==> src/hw/rtl/vfdcbe_pkg.sv <==
// Shared types and constants of the display command byte encoder.
`default_nettype none

package vfdcbe_pkg;

	// Default ceiling of the digit count, and the cap of the print position
	localparam int MAX_DIGITS_DEF = 16;
	localparam logic [4:0] COUNT_CAP = 5'd16;

	// Request action codes
	localparam logic [2:0] ACT_DIGITS = 3'd0;
	localparam logic [2:0] ACT_CURSOR = 3'd1;
	localparam logic [2:0] ACT_BRIGHT = 3'd2;
	localparam logic [2:0] ACT_WRITE  = 3'd3;
	localparam logic [2:0] ACT_CLEAR  = 3'd4;
	localparam logic [2:0] ACT_PRINT  = 3'd5;
	localparam logic [2:0] ACT_EMPTY  = 3'd6;

	// Display command bytes
	localparam logic [7:0] CMD_POINTER = 8'hA0;
	localparam logic [7:0] CMD_DIGITS  = 8'hC0;
	localparam logic [7:0] CMD_BRIGHT  = 8'hE0;
	localparam logic [7:0] HOME_BYTE   = 8'hAF;
	localparam logic [7:0] SPACE_BYTE  = 8'h20;

	// Which byte the output register takes
	typedef enum logic [1:0] {
		SEL_HOME,
		SEL_BYTE,
		SEL_SPACE
	} sel_t;

	// Parts of the run that a request causes
	typedef struct packed {
		logic has_home;
		logic has_byte;
		logic has_pad;
	} plan_t;

	// Controller to datapath
	typedef struct packed {
		logic accept;
		logic load;
		sel_t sel;
		logic last;
	} cmd_t;

	// Datapath to controller
	typedef struct packed {
		logic out_free;
		logic pad_last;
	} status_t;

endpackage

`default_nettype wire

==> src/hw/rtl/vfdcbe_dp.sv <==
// Datapath: request decode, digit and print counters, pad index and output register.
`default_nettype none

module vfdcbe_dp #(
	parameter int MAX_DIGITS = vfdcbe_pkg::MAX_DIGITS_DEF
) (
	input  wire logic               clk,
	input  wire logic               arst_n,
	input  wire logic [7:0]         s_tdata,   // value[7:0]
	input  wire logic [3:0]         s_tuser,   // action[2:0], first[3]
	input  wire logic               s_tlast,   // final_req
	input  wire vfdcbe_pkg::cmd_t   cmd,
	output vfdcbe_pkg::plan_t       plan,
	output vfdcbe_pkg::status_t     status,
	output logic                    m_tvalid,
	input  wire logic               m_tready,
	output logic [7:0]              m_tdata,   // command_byte[7:0]
	output logic                    m_tlast    // last
);

	localparam logic [7:0] MAX_D8 = 8'(MAX_DIGITS);
	localparam logic [4:0] MAX_D  = 5'(MAX_DIGITS);

	logic [2:0] action;
	logic       first;
	logic [8:0] mapped;
	logic [4:0] digits_v;
	logic [3:0] cursor_v;
	logic [3:0] cursor_code;
	logic [4:0] bright_v;
	logic [4:0] pc_base;
	logic [7:0] byte_d;
	logic [4:0] dc_d;
	logic [4:0] pc_d;
	logic [4:0] pad_d;

	logic [7:0] byte_q;
	logic [4:0] pad_idx_q;
	logic [4:0] dc_q;
	logic [4:0] pc_q;
	logic       m_tvalid_q;
	logic [7:0] m_tdata_q;
	logic       m_tlast_q;

	// Map a character code to a display code; bit 8 marks a code that maps
	function automatic logic [8:0] map_char(input logic [7:0] c);
		logic [8:0] r;
		r = '0;
		if (c >= 8'd64 && c <= 8'd95) begin
			r = {1'b1, c - 8'd64};
		end else if (c >= 8'd32 && c <= 8'd63) begin
			r = {1'b1, c};
		end else if (c >= 8'd97 && c <= 8'd122) begin
			r = {1'b1, c - 8'd96};
		end
		return r;
	endfunction

	assign action = s_tuser[2:0];
	assign first  = s_tuser[3];
	assign mapped = map_char(s_tdata);

	// Clamp the numeric arguments
	assign digits_v    = (s_tdata > MAX_D8) ? MAX_D : s_tdata[4:0];
	assign cursor_v    = (s_tdata > 8'd15) ? 4'hF : s_tdata[3:0];
	assign cursor_code = (cursor_v == 4'd0) ? 4'hF : cursor_v - 4'd1;
	assign bright_v    = (s_tdata > 8'd31) ? 5'h1F : s_tdata[4:0];
	assign pc_base     = first ? 5'd0 : pc_q;

	// Decode the request into its run and next counter values
	always_comb begin
		plan   = '0;
		byte_d = s_tdata;
		dc_d   = dc_q;
		pc_d   = pc_q;
		pad_d  = 5'd0;
		case (action)
			vfdcbe_pkg::ACT_DIGITS: begin
				dc_d          = digits_v;
				byte_d        = vfdcbe_pkg::CMD_DIGITS | {4'b0, digits_v[3:0]};
				plan.has_byte = 1'b1;
			end
			vfdcbe_pkg::ACT_CURSOR: begin
				byte_d        = vfdcbe_pkg::CMD_POINTER | {4'b0, cursor_code};
				plan.has_byte = 1'b1;
			end
			vfdcbe_pkg::ACT_BRIGHT: begin
				byte_d        = vfdcbe_pkg::CMD_BRIGHT | {3'b0, bright_v};
				plan.has_byte = 1'b1;
			end
			vfdcbe_pkg::ACT_WRITE: begin
				byte_d        = mapped[7:0];
				plan.has_byte = mapped[8];
			end
			vfdcbe_pkg::ACT_CLEAR: begin
				plan.has_home = 1'b1;
				plan.has_pad  = (dc_q != 5'd0);
			end
			vfdcbe_pkg::ACT_PRINT: begin
				plan.has_home = first;
				byte_d        = mapped[7:0];
				plan.has_byte = mapped[8];
				pc_d          = (pc_base < vfdcbe_pkg::COUNT_CAP) ? pc_base + 5'd1 : pc_base;
				pad_d         = pc_d;
				plan.has_pad  = s_tlast && (pc_d < dc_q);
			end
			vfdcbe_pkg::ACT_EMPTY: begin
				pc_d          = 5'd0;
				plan.has_home = 1'b1;
				plan.has_pad  = (dc_q != 5'd0);
			end
			default: begin
			end
		endcase
	end

	// Hold the request results and advance the pad index per space sent
	always_ff @(posedge clk or negedge arst_n) begin
		if (!arst_n) begin
			dc_q <= 5'd0;
			pc_q <= 5'd0;
		end else if (cmd.accept) begin
			dc_q <= dc_d;
			pc_q <= pc_d;
		end
	end

	always_ff @(posedge clk) begin
		if (cmd.accept) begin
			byte_q    <= byte_d;
			pad_idx_q <= pad_d;
		end else if (cmd.load && cmd.sel == vfdcbe_pkg::SEL_SPACE) begin
			pad_idx_q <= pad_idx_q + 5'd1;
		end
	end

	// Output register: load a byte, drop valid once the transaction completes
	always_ff @(posedge clk or negedge arst_n) begin
		if (!arst_n) begin
			m_tvalid_q <= 1'b0;
		end else if (cmd.load) begin
			m_tvalid_q <= 1'b1;
		end else if (m_tready) begin
			m_tvalid_q <= 1'b0;
		end
	end

	always_ff @(posedge clk) begin
		if (cmd.load) begin
			m_tlast_q <= cmd.last;
			unique case (cmd.sel)
				vfdcbe_pkg::SEL_HOME:  m_tdata_q <= vfdcbe_pkg::HOME_BYTE;
				vfdcbe_pkg::SEL_BYTE:  m_tdata_q <= byte_q;
				vfdcbe_pkg::SEL_SPACE: m_tdata_q <= vfdcbe_pkg::SPACE_BYTE;
				default:               m_tdata_q <= vfdcbe_pkg::SPACE_BYTE;
			endcase
		end
	end

	assign status.out_free = !m_tvalid_q || m_tready;
	assign status.pad_last = ({1'b0, pad_idx_q} + 6'd1) >= {1'b0, dc_q};

	assign m_tvalid = m_tvalid_q;
	assign m_tdata  = m_tdata_q;
	assign m_tlast  = m_tlast_q;

endmodule

`default_nettype wire

==> src/hw/rtl/vfdcbe_ctrl.sv <==
// Controller: sequences home, data byte and padding spaces of one request.
`default_nettype none

module vfdcbe_ctrl (
	input  wire logic                clk,
	input  wire logic                arst_n,
	input  wire logic                s_tvalid,
	output logic                     s_tready,
	input  wire vfdcbe_pkg::plan_t   plan,
	input  wire vfdcbe_pkg::status_t status,
	output vfdcbe_pkg::cmd_t         cmd
);

	typedef enum logic {
		ST_IDLE,
		ST_EMIT
	} state_t;

	state_t state_q;
	logic   home_q;
	logic   byte_q;
	logic   pad_q;

	assign s_tready = (state_q == ST_IDLE);

	// Pick the next byte of the run whenever the output register frees up
	always_comb begin
		cmd        = '0;
		cmd.accept = s_tvalid && s_tready;
		if (state_q == ST_EMIT && status.out_free) begin
			cmd.load = 1'b1;
			priority if (home_q) begin
				cmd.sel  = vfdcbe_pkg::SEL_HOME;
				cmd.last = !byte_q && !pad_q;
			end else if (byte_q) begin
				cmd.sel  = vfdcbe_pkg::SEL_BYTE;
				cmd.last = !pad_q;
			end else begin
				cmd.sel  = vfdcbe_pkg::SEL_SPACE;
				cmd.last = status.pad_last;
			end
		end
	end

	// Hold state and the pending parts of the run
	always_ff @(posedge clk or negedge arst_n) begin
		if (!arst_n) begin
			state_q <= ST_IDLE;
			home_q  <= 1'b0;
			byte_q  <= 1'b0;
			pad_q   <= 1'b0;
		end else begin
			unique case (state_q)
				ST_IDLE: begin
					if (cmd.accept) begin
						home_q <= plan.has_home;
						byte_q <= plan.has_byte;
						pad_q  <= plan.has_pad;
						if (plan.has_home || plan.has_byte || plan.has_pad) begin
							state_q <= ST_EMIT;
						end
					end
				end
				ST_EMIT: begin
					if (cmd.load) begin
						priority if (home_q) begin
							home_q <= 1'b0;
						end else if (byte_q) begin
							byte_q <= 1'b0;
						end else begin
							if (status.pad_last) begin
								pad_q <= 1'b0;
							end
						end
						if (cmd.last) begin
							state_q <= ST_IDLE;
						end
					end
				end
				default: begin
					state_q <= ST_IDLE;
				end
			endcase
		end
	end

endmodule

`default_nettype wire

==> src/hw/rtl/vfd_command_byte_encoder_unit.sv <==
// Top level of the display command byte encoder.
//
// Takes one display request per input transaction (set digit count, set cursor,
// brightness, write character, clear, print character, empty print) and sends
// the display command bytes it causes as a run of output transactions, the
// final byte of each run marked by m_tlast. A request that causes no byte
// (unmapped character, unused action code) produces no output. The block
// takes one request at a time: a request is accepted and then the sequencer
// loads one byte per cycle into the output register while the output side
// does not stall, and it takes no new request until the run is loaded;
// s_tready returns as soon as the last byte is in the output register, while
// that byte may still wait to be taken. The digit count and the print
// position reset to zero; there is no clearing pass.
`default_nettype none

module vfd_command_byte_encoder_unit #(
	parameter int MAX_DIGITS = vfdcbe_pkg::MAX_DIGITS_DEF
) (
	input  wire logic       clk,
	input  wire logic       arst_n,
	input  wire logic       s_tvalid,
	output logic            s_tready,
	input  wire logic [7:0] s_tdata,   // value[7:0]
	input  wire logic [3:0] s_tuser,   // action[2:0], first[3]
	input  wire logic       s_tlast,   // final_req
	output logic            m_tvalid,
	input  wire logic       m_tready,
	output logic [7:0]      m_tdata,   // command_byte[7:0]
	output logic            m_tlast    // last
);

	vfdcbe_pkg::cmd_t    cmd;
	vfdcbe_pkg::plan_t   plan;
	vfdcbe_pkg::status_t status;

	vfdcbe_ctrl u_ctrl (
		.clk      (clk),
		.arst_n   (arst_n),
		.s_tvalid (s_tvalid),
		.s_tready (s_tready),
		.plan     (plan),
		.status   (status),
		.cmd      (cmd)
	);

	vfdcbe_dp #(
		.MAX_DIGITS (MAX_DIGITS)
	) u_dp (
		.clk      (clk),
		.arst_n   (arst_n),
		.s_tdata  (s_tdata),
		.s_tuser  (s_tuser),
		.s_tlast  (s_tlast),
		.cmd      (cmd),
		.plan     (plan),
		.status   (status),
		.m_tvalid (m_tvalid),
		.m_tready (m_tready),
		.m_tdata  (m_tdata),
		.m_tlast  (m_tlast)
	);

endmodule

`default_nettype wire

==> config.mk <==
export PLATFORM = sky130hd
export DESIGN_NAME = vfd_command_byte_encoder_unit
export DESIGN_NICKNAME = d
export VERILOG_FILES = /design/src/hw/rtl/vfdcbe_pkg.sv /design/src/hw/rtl/vfdcbe_dp.sv /design/src/hw/rtl/vfdcbe_ctrl.sv /design/src/hw/rtl/vfd_command_byte_encoder_unit.sv
export SDC_FILE = /design/constraint.sdc
export NUM_CORES = 1
export LEC_CHECK = 0
export ABC_CLOCK_PERIOD_IN_PS = 2800
export BUFFER_PORTS_ARGS = -buffer_cell sky130_fd_sc_hd__buf_2
export CAP_MARGIN = 10
export CORE_MARGIN = 2
export CORE_UTILIZATION = 61
export CTS_BUF_LIST = sky130_fd_sc_hd__clkbuf_8
export DETAILED_ROUTE_END_ITERATION = 7
export PLACE_DENSITY = 0.82
export REMOVE_ABC_BUFFERS = 1
export SYNTH_ARGS = -nofsm -noshare
export SYNTH_HDL_FRONTEND = slang
export SYNTH_HIERARCHICAL = 1
export SYNTH_SLANG_ARGS = --single-unit
==> constraint.sdc <==
create_clock -name clk -period 2.8 [get_ports clk]
set_clock_uncertainty 0.05 [all_clocks]
set_input_delay 0.84 -clock clk [delete_from_list [all_inputs] [get_ports clk]]
set_output_delay 0.84 -clock clk [all_outputs]
set_load 0.03 [all_outputs]
==> summary.txt, run 1 <==
CTS resizes - 0
Via density - 6.24
worst vdd ir - 0.648 mV
post-route cell area - 0.00301 mm2
vias in the first global route - 2101
Worst Tran Pin Value - 612 ps
io pins - 28
CP arrival - 2700 ps
Mapped Cells - 278
endpoint type of the worst setup path - flop
CTS root buf - clkbuf_8
DRT antenna net count - 0
status - complete, no violations
DIE WIDTH - 68.9 um
post-detail-place hpwl - 4.65 mm
critical-path maximum fanout - 4
Main synth FF type - edfxtp_1
initial DRC count - 224
Die Y - 68.9 um
gpl congestion - 1.00
Pleak - 1.29 nW
fraction of layout cells with a size suffix above 1 - 0.227
GRT overflow - 0
CTS sink count - 37
CTS clk-pin slew, worst paths - 70 ps
sequential cell area - 0.00104 mm2
CTS Buffer Depth - 2
via count - 2347
final setup vio count - 0
Post-CTS Setup Repair Bufs - 0
# DRC - 0
CTS tree - yes
Power Dens Cells - 890 mW/mm2
Worst Setup Start Kind - flop
required time of the critical path - 2920 ps
WS Path Type - reg2reg
Fill cells - 293
CORE AREA - 0.00403 mm2
final hold vios - 0
footprint of the multi-input gates - 0.00136 mm2
sequential area share after synthesis - 0.403
Worst-Skew Late Latency - 280 ps
MaxCap Viol Count - 0
Antenna diodes - 0
worst min path class - in2async
cts bufs inserted - 5
largest net degree at the start of global routing - 21
initial antenna violation count - 0
Layout area overhead - 17.2%
Wirelength per Cell - 16.1 um
EDFF count, synth - 22
number of port buffers - 27
CTS hold repair buffers - 0
first-pass GRT wire length - 10.0 mm
cells on worst reg2reg path - 11
Mean Syn Cell Area - 9.24 um2
die area - 0.00475 mm2
final net count - 356
Syn. warnings - 6
ys async rst share - 0.405
first drt pass iteration count - 5
gr usage total - 0.290
H-tree lvl count - 2
post-synthesis register bit count - 37
Routed Wire Length - 6.06 mm
post-layout min period - 2580 ps
Unique masters post-synth - 58
Tcrit/Tclk final - 0.923
final core occ - 0.747
Max Fclk - 387 MHz
Slew Limit Headroom - 0.590
Area after DPL - 0.00288 mm2
Mapped Area - 0.00257 mm2
num rows - 23
max-slew violations - 0
RSZ-0062 raised after global routing - no
Starting Density - 0.638
per-stage QoR:
step           setup WS, ps  std cells  hold slack [ps]  TNS (ps)  power, mW
2_1_floorplan          43.5        266              427         0       1.76
3_3_place_gp           24.0        368              429         0       2.06
3_5_place_dp          -43.9        368              464     -47.4       2.14
4_1_cts                 254        376              406         0       2.68
5_1_grt                5.77        376              419         0       2.88
6_report                217        376              400         0       2.68
layout make-up:
cell class              instances  area share
inverters                      25      0.0312
flip-flops and latches         37       0.344
well taps                      50      0.0208
clock buffers                   5      0.0229
clock inverters                 3      0.0216
repair buffers                 52       0.107
multi-input cells             204       0.452
state kept, by name (all words and copies together), names as in the netlist:
register        cells
u_dp/byte_q         8
u_dp/m_tdata        8
u_dp/dc_q           5
u_dp/pad_idx_q      5
u_dp/pc_q           5
u_ctrl/byte_q       1
u_ctrl/home_q       1
u_ctrl/pad_q        1
u_ctrl/state_q      1
u_dp/m_tlast        1
u_dp/m_tvalid       1
where the power goes:
part | internal (mW) | leakage [nW] | total [mW] | switching [mW]
Clock | 0.354 | 0.0681 | 0.538 | 0.184
Combinational | 0.466 | 0.818 | 1.18 | 0.714
Sequential | 0.840 | 0.400 | 0.963 | 0.122
Total | 1.66 | 1.29 | 2.68 | 1.02
cell usage after synthesis, types with 4 or more instances:
cell      instances  area (um2)
nand2_1          25        93.8
o21ai_1          10        50.1
nand2b_1          6        37.5
nand3_1           9        45.0
xnor2_1           6        52.6
a22o_1            8        70.1
ha_1             14         175
o211ai_1          4        30.0
buf_2             5        25.0
nor2_1           19        71.3
inv_1            23        86.3
dfrtp_1          15         375
a211oi_1          4        30.0
a21oi_1          25         125
xor2_1            4        35.0
edfxtp_1         22         661
o21ai_0          12        60.1
nor2b_1           6        37.5
cells by family after synthesis:
| group | synth area share |
|---|---|
| mux | 0.00390 |
| compound gates | 0.240 |
| fa+ha+maj | 0.0682 |
| buf+inv | 0.0667 |
| xor+xnor | 0.0341 |
| flops | 0.403 |
| simple gates | 0.184 |
worst max-delay path, cell delays in order (launching register included):
cell,delay [ps]
dfrtp_1,410
inv_1,70
nor2_1,220
nand2_1,120
xor2_1,160
nor2_1,210
ha_1,210
o21ai_0,90
o21bai_1,140
a21oi_1,110
or3_1,380
a221o_1,320
worst paths after layout:
kind,start,endpoint,slack [ps]
setup reg to reg,u_dp/pc_q[0],u_ctrl/state_q,220
hold / removal,arst_n,u_dp/m_tvalid,400
max in group asynchronous,arst_n,u_dp/dc_q[0],2040
hold reg to reg,u_dp/byte_q[4],u_dp/m_tdata[4],480
min in group clk,u_dp/byte_q[4],u_dp/m_tdata[4],480
setup / recovery,u_dp/pc_q[0],u_ctrl/state_q,220
cell usage in the layout, fill, tap and decap left out, types with 2 or more instances in the layout:
master and count:
buf_2 27, buf_4 25, nand2_1 25, a21oi_1 25
inv_1 23, edfxtp_1 22, nor2_1 19, dfrtp_1 15
ha_1 14, o21ai_0 12, o21ai_1 10, nand3_1 9
a22o_1 8, xnor2_1 6, nor2b_1 6, nand2b_1 6
clkbuf_8 5, xor2_1 4, a211oi_1 4, o211ai_1 4
a2bb2oi_1 3, a31oi_1 3, o21bai_1 3, o22ai_1 3
and2_1 3, bufinv_16 2, nor3b_1 2, or3_1 2
nor3_1 2, inv_2 2, nor3_2 2, nor4_2 2
nand3b_1 2, a32o_1 2
metal layers:
layer | GRT usage | part of all wire | up-vias | wire length, um
met3 | 0.0536 | 0.062 | 8 | 373
met5 | 0 | 0 | - | 0
met1 | 0.392 | 0.44 | 1125 | 2700
met2 | 0.482 | 0.48 | 104 | 2930
met4 | 0.0760 | 0.011 | 0 | 67
li1 | - | - | 1110 | -
No activity file was read; power rests on OpenSTA's default activity.
==> run 2, diff against run 1 <==
ABC_CLOCK_PERIOD_IN_PS = 3240   (was 2800)
BUFFER_PORTS_ARGS = default   (was -buffer_cell sky130_fd_sc_hd__buf_2)
CORE_UTILIZATION = 65   (was 61)
DONT_BUFFER_PORTS = 1   (was default)
PLACE_DENSITY = 0.81   (was 0.82)
TNS_END_PERCENT = 1   (was default)
clock period = 3.24 ns   (was 2.8 ns; I/O delays follow)
==> run 2 against run 1 <==
  * Total power fell by 24%
  * Register-to-register slack improved by 420 ps
  * Utilization fell by 3.6 points
  * Global-route usage fell by 1.3 points
  * First-iteration DRC count fell by 20%
==> summary.txt, run 2 (synthesis results as in run 1) <==
die area - 0.00447 mm2 (-5.8%)
kind of cell adding the most delay to the critical path - adder cells
Pleak - 1.06 nW (-17%)
final core occ - 0.711 (-0.0363)
worst min path class - in2async
status - complete, no violations
CTS sink count - 37 (unchanged)
DIE WIDTH - 66.9 um (-2.9%)
slowest stage delay, CP - 460 ps (+50 ps)
Slew Limit Headroom - 0.540 (-0.0501)
Routed Wire Length - 5.76 mm (-5.0%)
CP most frequent cell - ha_1
most common cell after layout, fill and taps aside - inv_1
CTS Buffer Depth - 2 (unchanged)
gr usage total - 0.277 (-0.0133)
CTS tree - yes
required time of the critical path - 3220 ps (+300 ps)
cells on worst reg2reg path - 11 (unchanged)
num rows - 22 (-4.3%)
fraction of layout cells with a size suffix above 1 - 0.0827 (-0.144)
Placed Cells - 318 (-14%)
gpl congestion - 0.911 (-9.0%)
final hold slack - 320 ps (-80.4 ps)
vias in the first global route - 1976 (-5.9%)
MaxCap Viol Count - 0 (unchanged)
max-slew violations - 0 (unchanged)
cts bufs inserted - 5 (unchanged)
via count - 2128 (-9.3%)
CP arrival - 2870 ps (+170 ps)
first drt pass iteration count - 4 (-1)
Worst Tran Pin Value - 687 ps (+74.7 ps)
Power Dens Cells - 770 mW/mm2 (-14%)
Post-CTS Setup Repair Bufs - 0 (unchanged)
GRT overflow - 0 (unchanged)
Final WS setup - 352 ps (+136 ps)
# DRC - 0 (unchanged)
Max Fclk - 346 MHz
CTS hold repair buffers - 0 (unchanged)
final setup vio count - 0 (unchanged)
first-pass GRT wire length - 9.27 mm (-7.8%)
final hold vios - 0 (unchanged)
RSZ-0062 raised after global routing - no
most frequent cells in the layout - 26 x inv_1, 25 x nand2_1, 25 x a21oi_1
endpoint type of the worst setup path - flop
initial antenna violation count - 0 (unchanged)
CTS root buf - clkbuf_8
Via density - 6.53 (+4.6%)
Layout area overhead - 3.60%
WS Path Type - in2reg
setup TNS - 0 ps (unchanged)
Worst-Skew Late Latency - 290 ps (about the same)
post-route cell area - 0.00266 mm2 (-12%)
Area after DPL - 0.00258 mm2 (-10%)
critical-path maximum fanout - 9 (+5)
overall power - 2.05 mW (-24%)
worst vdd ir - 0.509 mV (-22%)
post-detail-place hpwl - 4.21 mm (-9.5%)
io pins - 28 (unchanged)
H-tree lvl count - 2 (unchanged)
fin cells - 326 (-13%)
Starting Density - 0.686 (+0.0486)
Cell Chain, Critical Path - inv_1 > ha_1 > nand2b_4 > nand2b_1 > nor2_2 > ha_1 > xnor2_1 > o21ai_0 > a21oi_1 > a221oi_2
CTS clk-pin slew, worst paths - 70 ps (about the same)
Tcrit/Tclk final - 0.891
Worst Setup Slack post-DPL - 125 ps (+169 ps)
initial DRC count - 179 (-20%)
final net count - 308 (-13%)
Worst Setup Start Kind - primary input
Die Y - 66.9 um (-2.9%)
CORE AREA - 0.00374 mm2 (-7.1%)
Wirelength per Cell - 17.7 um (+9.5%)
DRT antenna net count - 0 (unchanged)
number of port buffers - 0 (-100%)
Antenna diodes - 0 (unchanged)
post-layout min period - 2890 ps
largest net degree at the start of global routing - 22 (+4.8%)
CTS resizes - 0 (unchanged)
critical path depth - 10 (-1)
buffer and inverter count on the worst path - 1 (unchanged)
CP max stage cell - ha_1
[run 2: worst reg2reg max path: cells and delay by family (launching register included)]
| family | cells | cell delay, ps |
|---|---|---|
| AOI/OAI and AO/OA | 4 | 690 |
| xor gates and xnor gates | 1 | 140 |
| adders and majority gates | 1 | 220 |
| buffers and inverters | 1 | 70 |
| DFF | 1 | 400 |
| and+or+nand+nor | 4 | 910 |
[run 2: area by class of cell]
type	count	area (um2)
inverters	25	93.8
clock inverters	3	11.3
flip-flops and latches	37	1040
fillers	303	1080
well taps	48	60.1
repair buffers	4	30.0
clock buffers	5	68.8
multi-input cells	204	1360
[run 2: where the power goes]
part	internal [mW]	switching, mW	leakage (nW)
registers	0.732	0.216	0.400
logic	0.341	0.467	0.613
clock network	0.143	0.150	0.0519
[run 2: layer usage]
layer	part of all wire	track usage	wire (um)	vias to the layer above
met4	0.015	0.0918	89	0
met2	0.47	0.443	2710	92
met1	0.44	0.370	2540	1002
li1	-	-	-	1019
met5	0	0	0	-
met3	0.073	0.0676	421	15
[run 2: final timing paths]
check / startpoint / slack [ps] / to
worst min register to register: u_dp/byte_q[5] / 460 / u_dp/m_tdata[5]
max in group asynchronous: arst_n / 2740 / u_ctrl/state_q
worst max-delay path: s_tdata[7] / 350 / u_dp/byte_q[2]
worst min-delay path: arst_n / 320 / u_dp/pc_q[3]
worst max register to register: u_dp/pc_q[0] / 640 / u_ctrl/state_q
min in group clk: u_dp/byte_q[5] / 460 / u_dp/m_tdata[5]
==> run 3, diff against run 2 <==
--- a/config.mk
+++ b/config.mk
@@ -7,3 +7,4 @@
 export LEC_CHECK = 0
-export ABC_CLOCK_PERIOD_IN_PS = 3240
+export ABC_AREA = 1
+export ABC_CLOCK_PERIOD_IN_PS = 2950
 export CAP_MARGIN = 10
==> constraint.sdc (replaced) <==
create_clock -name clk -period 2.95 [get_ports clk]
set_clock_uncertainty 0.05 [all_clocks]
set_input_delay 0.59 -clock clk [delete_from_list [all_inputs] [get_ports clk]]
set_output_delay 0.59 -clock clk [all_outputs]
set_load 0.03 [all_outputs]
==> run 3 against run 2 <==
  * Area after synthesis decreased by 3.3%
  * Setup slack gained 370 ps
  * Sequential share of layout area grew 0.22 points
  * Total power increased by 12%
  * Largest power group unchanged
  * Synthesized cell count is 14% higher
==> summary.txt, run 3 <==
CTS sink count - 37 (unchanged)
Slew Limit Headroom - 0.517 (-0.0227)
Syn. warnings - 6 (unchanged)
die area - 0.00433 mm2 (-3.1%)
CORE AREA - 0.00366 mm2 (-2.2%)
largest net degree at the start of global routing - 16 (-27%)
launch point of the worst path - u_dp/pad_idx_q[0]
sequential cell area - 0.00104 mm2 (unchanged)
Mapped Area - 0.00248 mm2 (-3.3%)
Worst-Skew Late Latency - 290 ps (about the same)
Mean Syn Cell Area - 7.84 um2 (-15%)
Via density - 5.46 (-16%)
most frequent cells in the layout - 67 x nand2_1, 67 x inv_1, 24 x nor2_1, 24 x nand3_1
worst min path class - in2reg
required time of the critical path - 2940 ps (-280 ps)
Synth area leaders - edfxtp_1 27%, dfrtp_1 15%, inv_1 10%, nand2_1 10%, ha_1 7.0%
final hold slack - 409 ps (+89.2 ps)
via count - 2048 (-3.8%)
io pins - 28 (unchanged)
initial DRC count - 133 (-26%)
gr usage total - 0.257 (-0.0196)
R2R Path Start - u_dp/pad_idx_q[0]
DIE WIDTH - 65.8 um (-1.5%)
fraction of layout cells with a size suffix above 1 - 0.0917 (+0.00901)
Max Fclk - 449 MHz
Post-CTS Setup Repair Bufs - 0 (unchanged)
fin cells - 375 (+15%)
EDFF count, synth - 22 (unchanged)
Hold Path Depth - 2
number of port buffers - 0 (unchanged)
Worst R2R End - u_dp/m_tlast
# DRC - 0 (unchanged)
Unique masters post-synth - 32 (-45%)
Pleak - 1.31 nW (+23%)
CTS root buf - clkbuf_8
crit path capture - u_dp/m_tlast
Mapped Cells - 317 (+14%)
WS Path Type - reg2reg
ys async rst share - 0.405 (unchanged)
first-pass GRT wire length - 8.36 mm (-9.8%)
Wirelength per Cell - 13.4 um (-24%)
CTS tree - yes
worst vdd ir - 0.511 mV (+0.49%)
Power Dens Cells - 869 mW/mm2 (+13%)
synth cell count leaders - 67 x inv_1, 67 x nand2_1, 24 x nand3_1, 24 x nor2_1
setup TNS - 0 ps (unchanged)
Synth top area share - 0.266 (+0.00868)
Final WS setup - 725 ps (+373 ps)
vias in the first global route - 1889 (-4.4%)
Worst Tran Pin Value - 722 ps (+35.5 ps)
H-tree lvl count - 2 (unchanged)
post-layout min period - 2220 ps
critical-path maximum fanout - 4 (-5)
Routed Wire Length - 5.03 mm (-13%)
sequential area share after synthesis - 0.417 (+0.0136)
CP arrival - 2220 ps (-650 ps)
CTS Buffer Depth - 2 (unchanged)
Fill cells - 298 (-1.7%)
max-slew violations - 0 (unchanged)
Main synth FF type - edfxtp_1
flop2flop setup slack - 730 ps (+90 ps)
status - complete, no violations
RSZ-0062 raised after global routing - no
GRT overflow - 0 (unchanged)
footprint of the multi-input gates - 0.00119 mm2 (-13%)
final setup vio count - 0 (unchanged)
endpoint type of the worst setup path - flop
CTS clk-pin slew, worst paths - 70 ps (about the same)
Antenna diodes - 0 (unchanged)
Worst Setup Start Kind - flop
Placed Cells - 366 (+15%)
Die Y - 65.8 um (-1.5%)
gpl congestion - 0.901 (-1.2%)
final hold vios - 0 (unchanged)
first drt pass iteration count - 4 (unchanged)
MaxCap Viol Count - 0 (unchanged)
num rows - 22 (unchanged)
Yosys top cell by area - edfxtp_1
initial antenna violation count - 0 (unchanged)
Tcrit/Tclk final - 0.754
post-synthesis register bit count - 37 (unchanged)
DRT antenna net count - 0 (unchanged)
cells on worst reg2reg path - 12 (+1)
Worst Setup Slack post-DPL - 588 ps (+463 ps)
final net count - 357 (+16%)
post-detail-place hpwl - 4.00 mm (-5.0%)
Starting Density - 0.679 (-0.00742)
cts bufs inserted - 5 (unchanged)
Layout area overhead - 6.50%
CTS resizes - 0 (unchanged)
overall power - 2.30 mW (+12%)
run 3: timing repair:
action | in CTS | in global routing
endpoints found under the hold margin | 15 | 0
setup endpoints to repair | 0 | 0
hold buffers | 1 | 0
run 3: metal layers:
metal,share of wire,GRT usage
met3,0.048,0.0698
met1,0.49,0.350
met5,0,0
met4,0.010,0.0964
met2,0.46,0.393
run 3: final cells by class:
type                       instances  share of cell area
clock buffer                       5              0.0260
clock inverter                     3             0.00473
inverter                          68              0.0965
multi-input combinational        211               0.449
sequential                        37               0.391
tap                               48              0.0227
timing repair buffer               3             0.00946
run 3: cells by family (layout without fill, tap and decap cells):
| kind of cell | after synthesis | after routing | share of synthesized area |
|---|---|---|---|
| simple gates | 144 | 144 | 0.279 |
| fa+ha+maj | 14 | 14 | 0.0705 |
| compound gates | 49 | 49 | 0.115 |
| flops | 37 | 37 | 0.417 |
| buf+inv | 69 | 79 | 0.105 |
| xor+xnor | 4 | 4 | 0.0141 |
run 3: worst min path at each step:
stage               start       endpoint  slack, ps
3_3_place_gp       arst_n   u_dp/pc_q[1]        240
3_5_place_dp       arst_n   u_dp/pc_q[3]        240
4_1_cts        s_tdata[1]   u_dp/dc_q[1]        400
6_report       s_tdata[1]   u_dp/dc_q[1]        410
2_1_floorplan      arst_n  u_ctrl/byte_q        240
5_1_grt        s_tdata[0]   u_dp/dc_q[0]        390
run 3: stage by stage:
| step | utilization | cell area [um2] |
|---|---|---|
| after detailed placement | 0.698 | 2550 |
| after CTS | 0.723 | 2650 |
| after floorplan | - | 2480 |
| after global routing | 0.723 | 2650 |
| after global placement | 0.698 | 2550 |
| final | 0.723 | 2650 |
run 3: power by group:
group | internal [mW] | total (mW) | switching, mW | leakage, nW
Combinational | 0.337 | 0.921 | 0.584 | 0.868
Sequential | 0.827 | 1.05 | 0.220 | 0.396
Clock | 0.159 | 0.333 | 0.174 | 0.0430
run 3: worst max-delay path: stages, from the launching register on:
cell	delay [ps]
edfxtp_1	440
ha_1	350
ha_1	280
o21a_1	110
o21a_1	160
o21ai_0	130
nand2_1	70
nand2_1	60
nand2_1	50
inv_1	60
nand3_1	70
nand3_1	110
inv_1	40
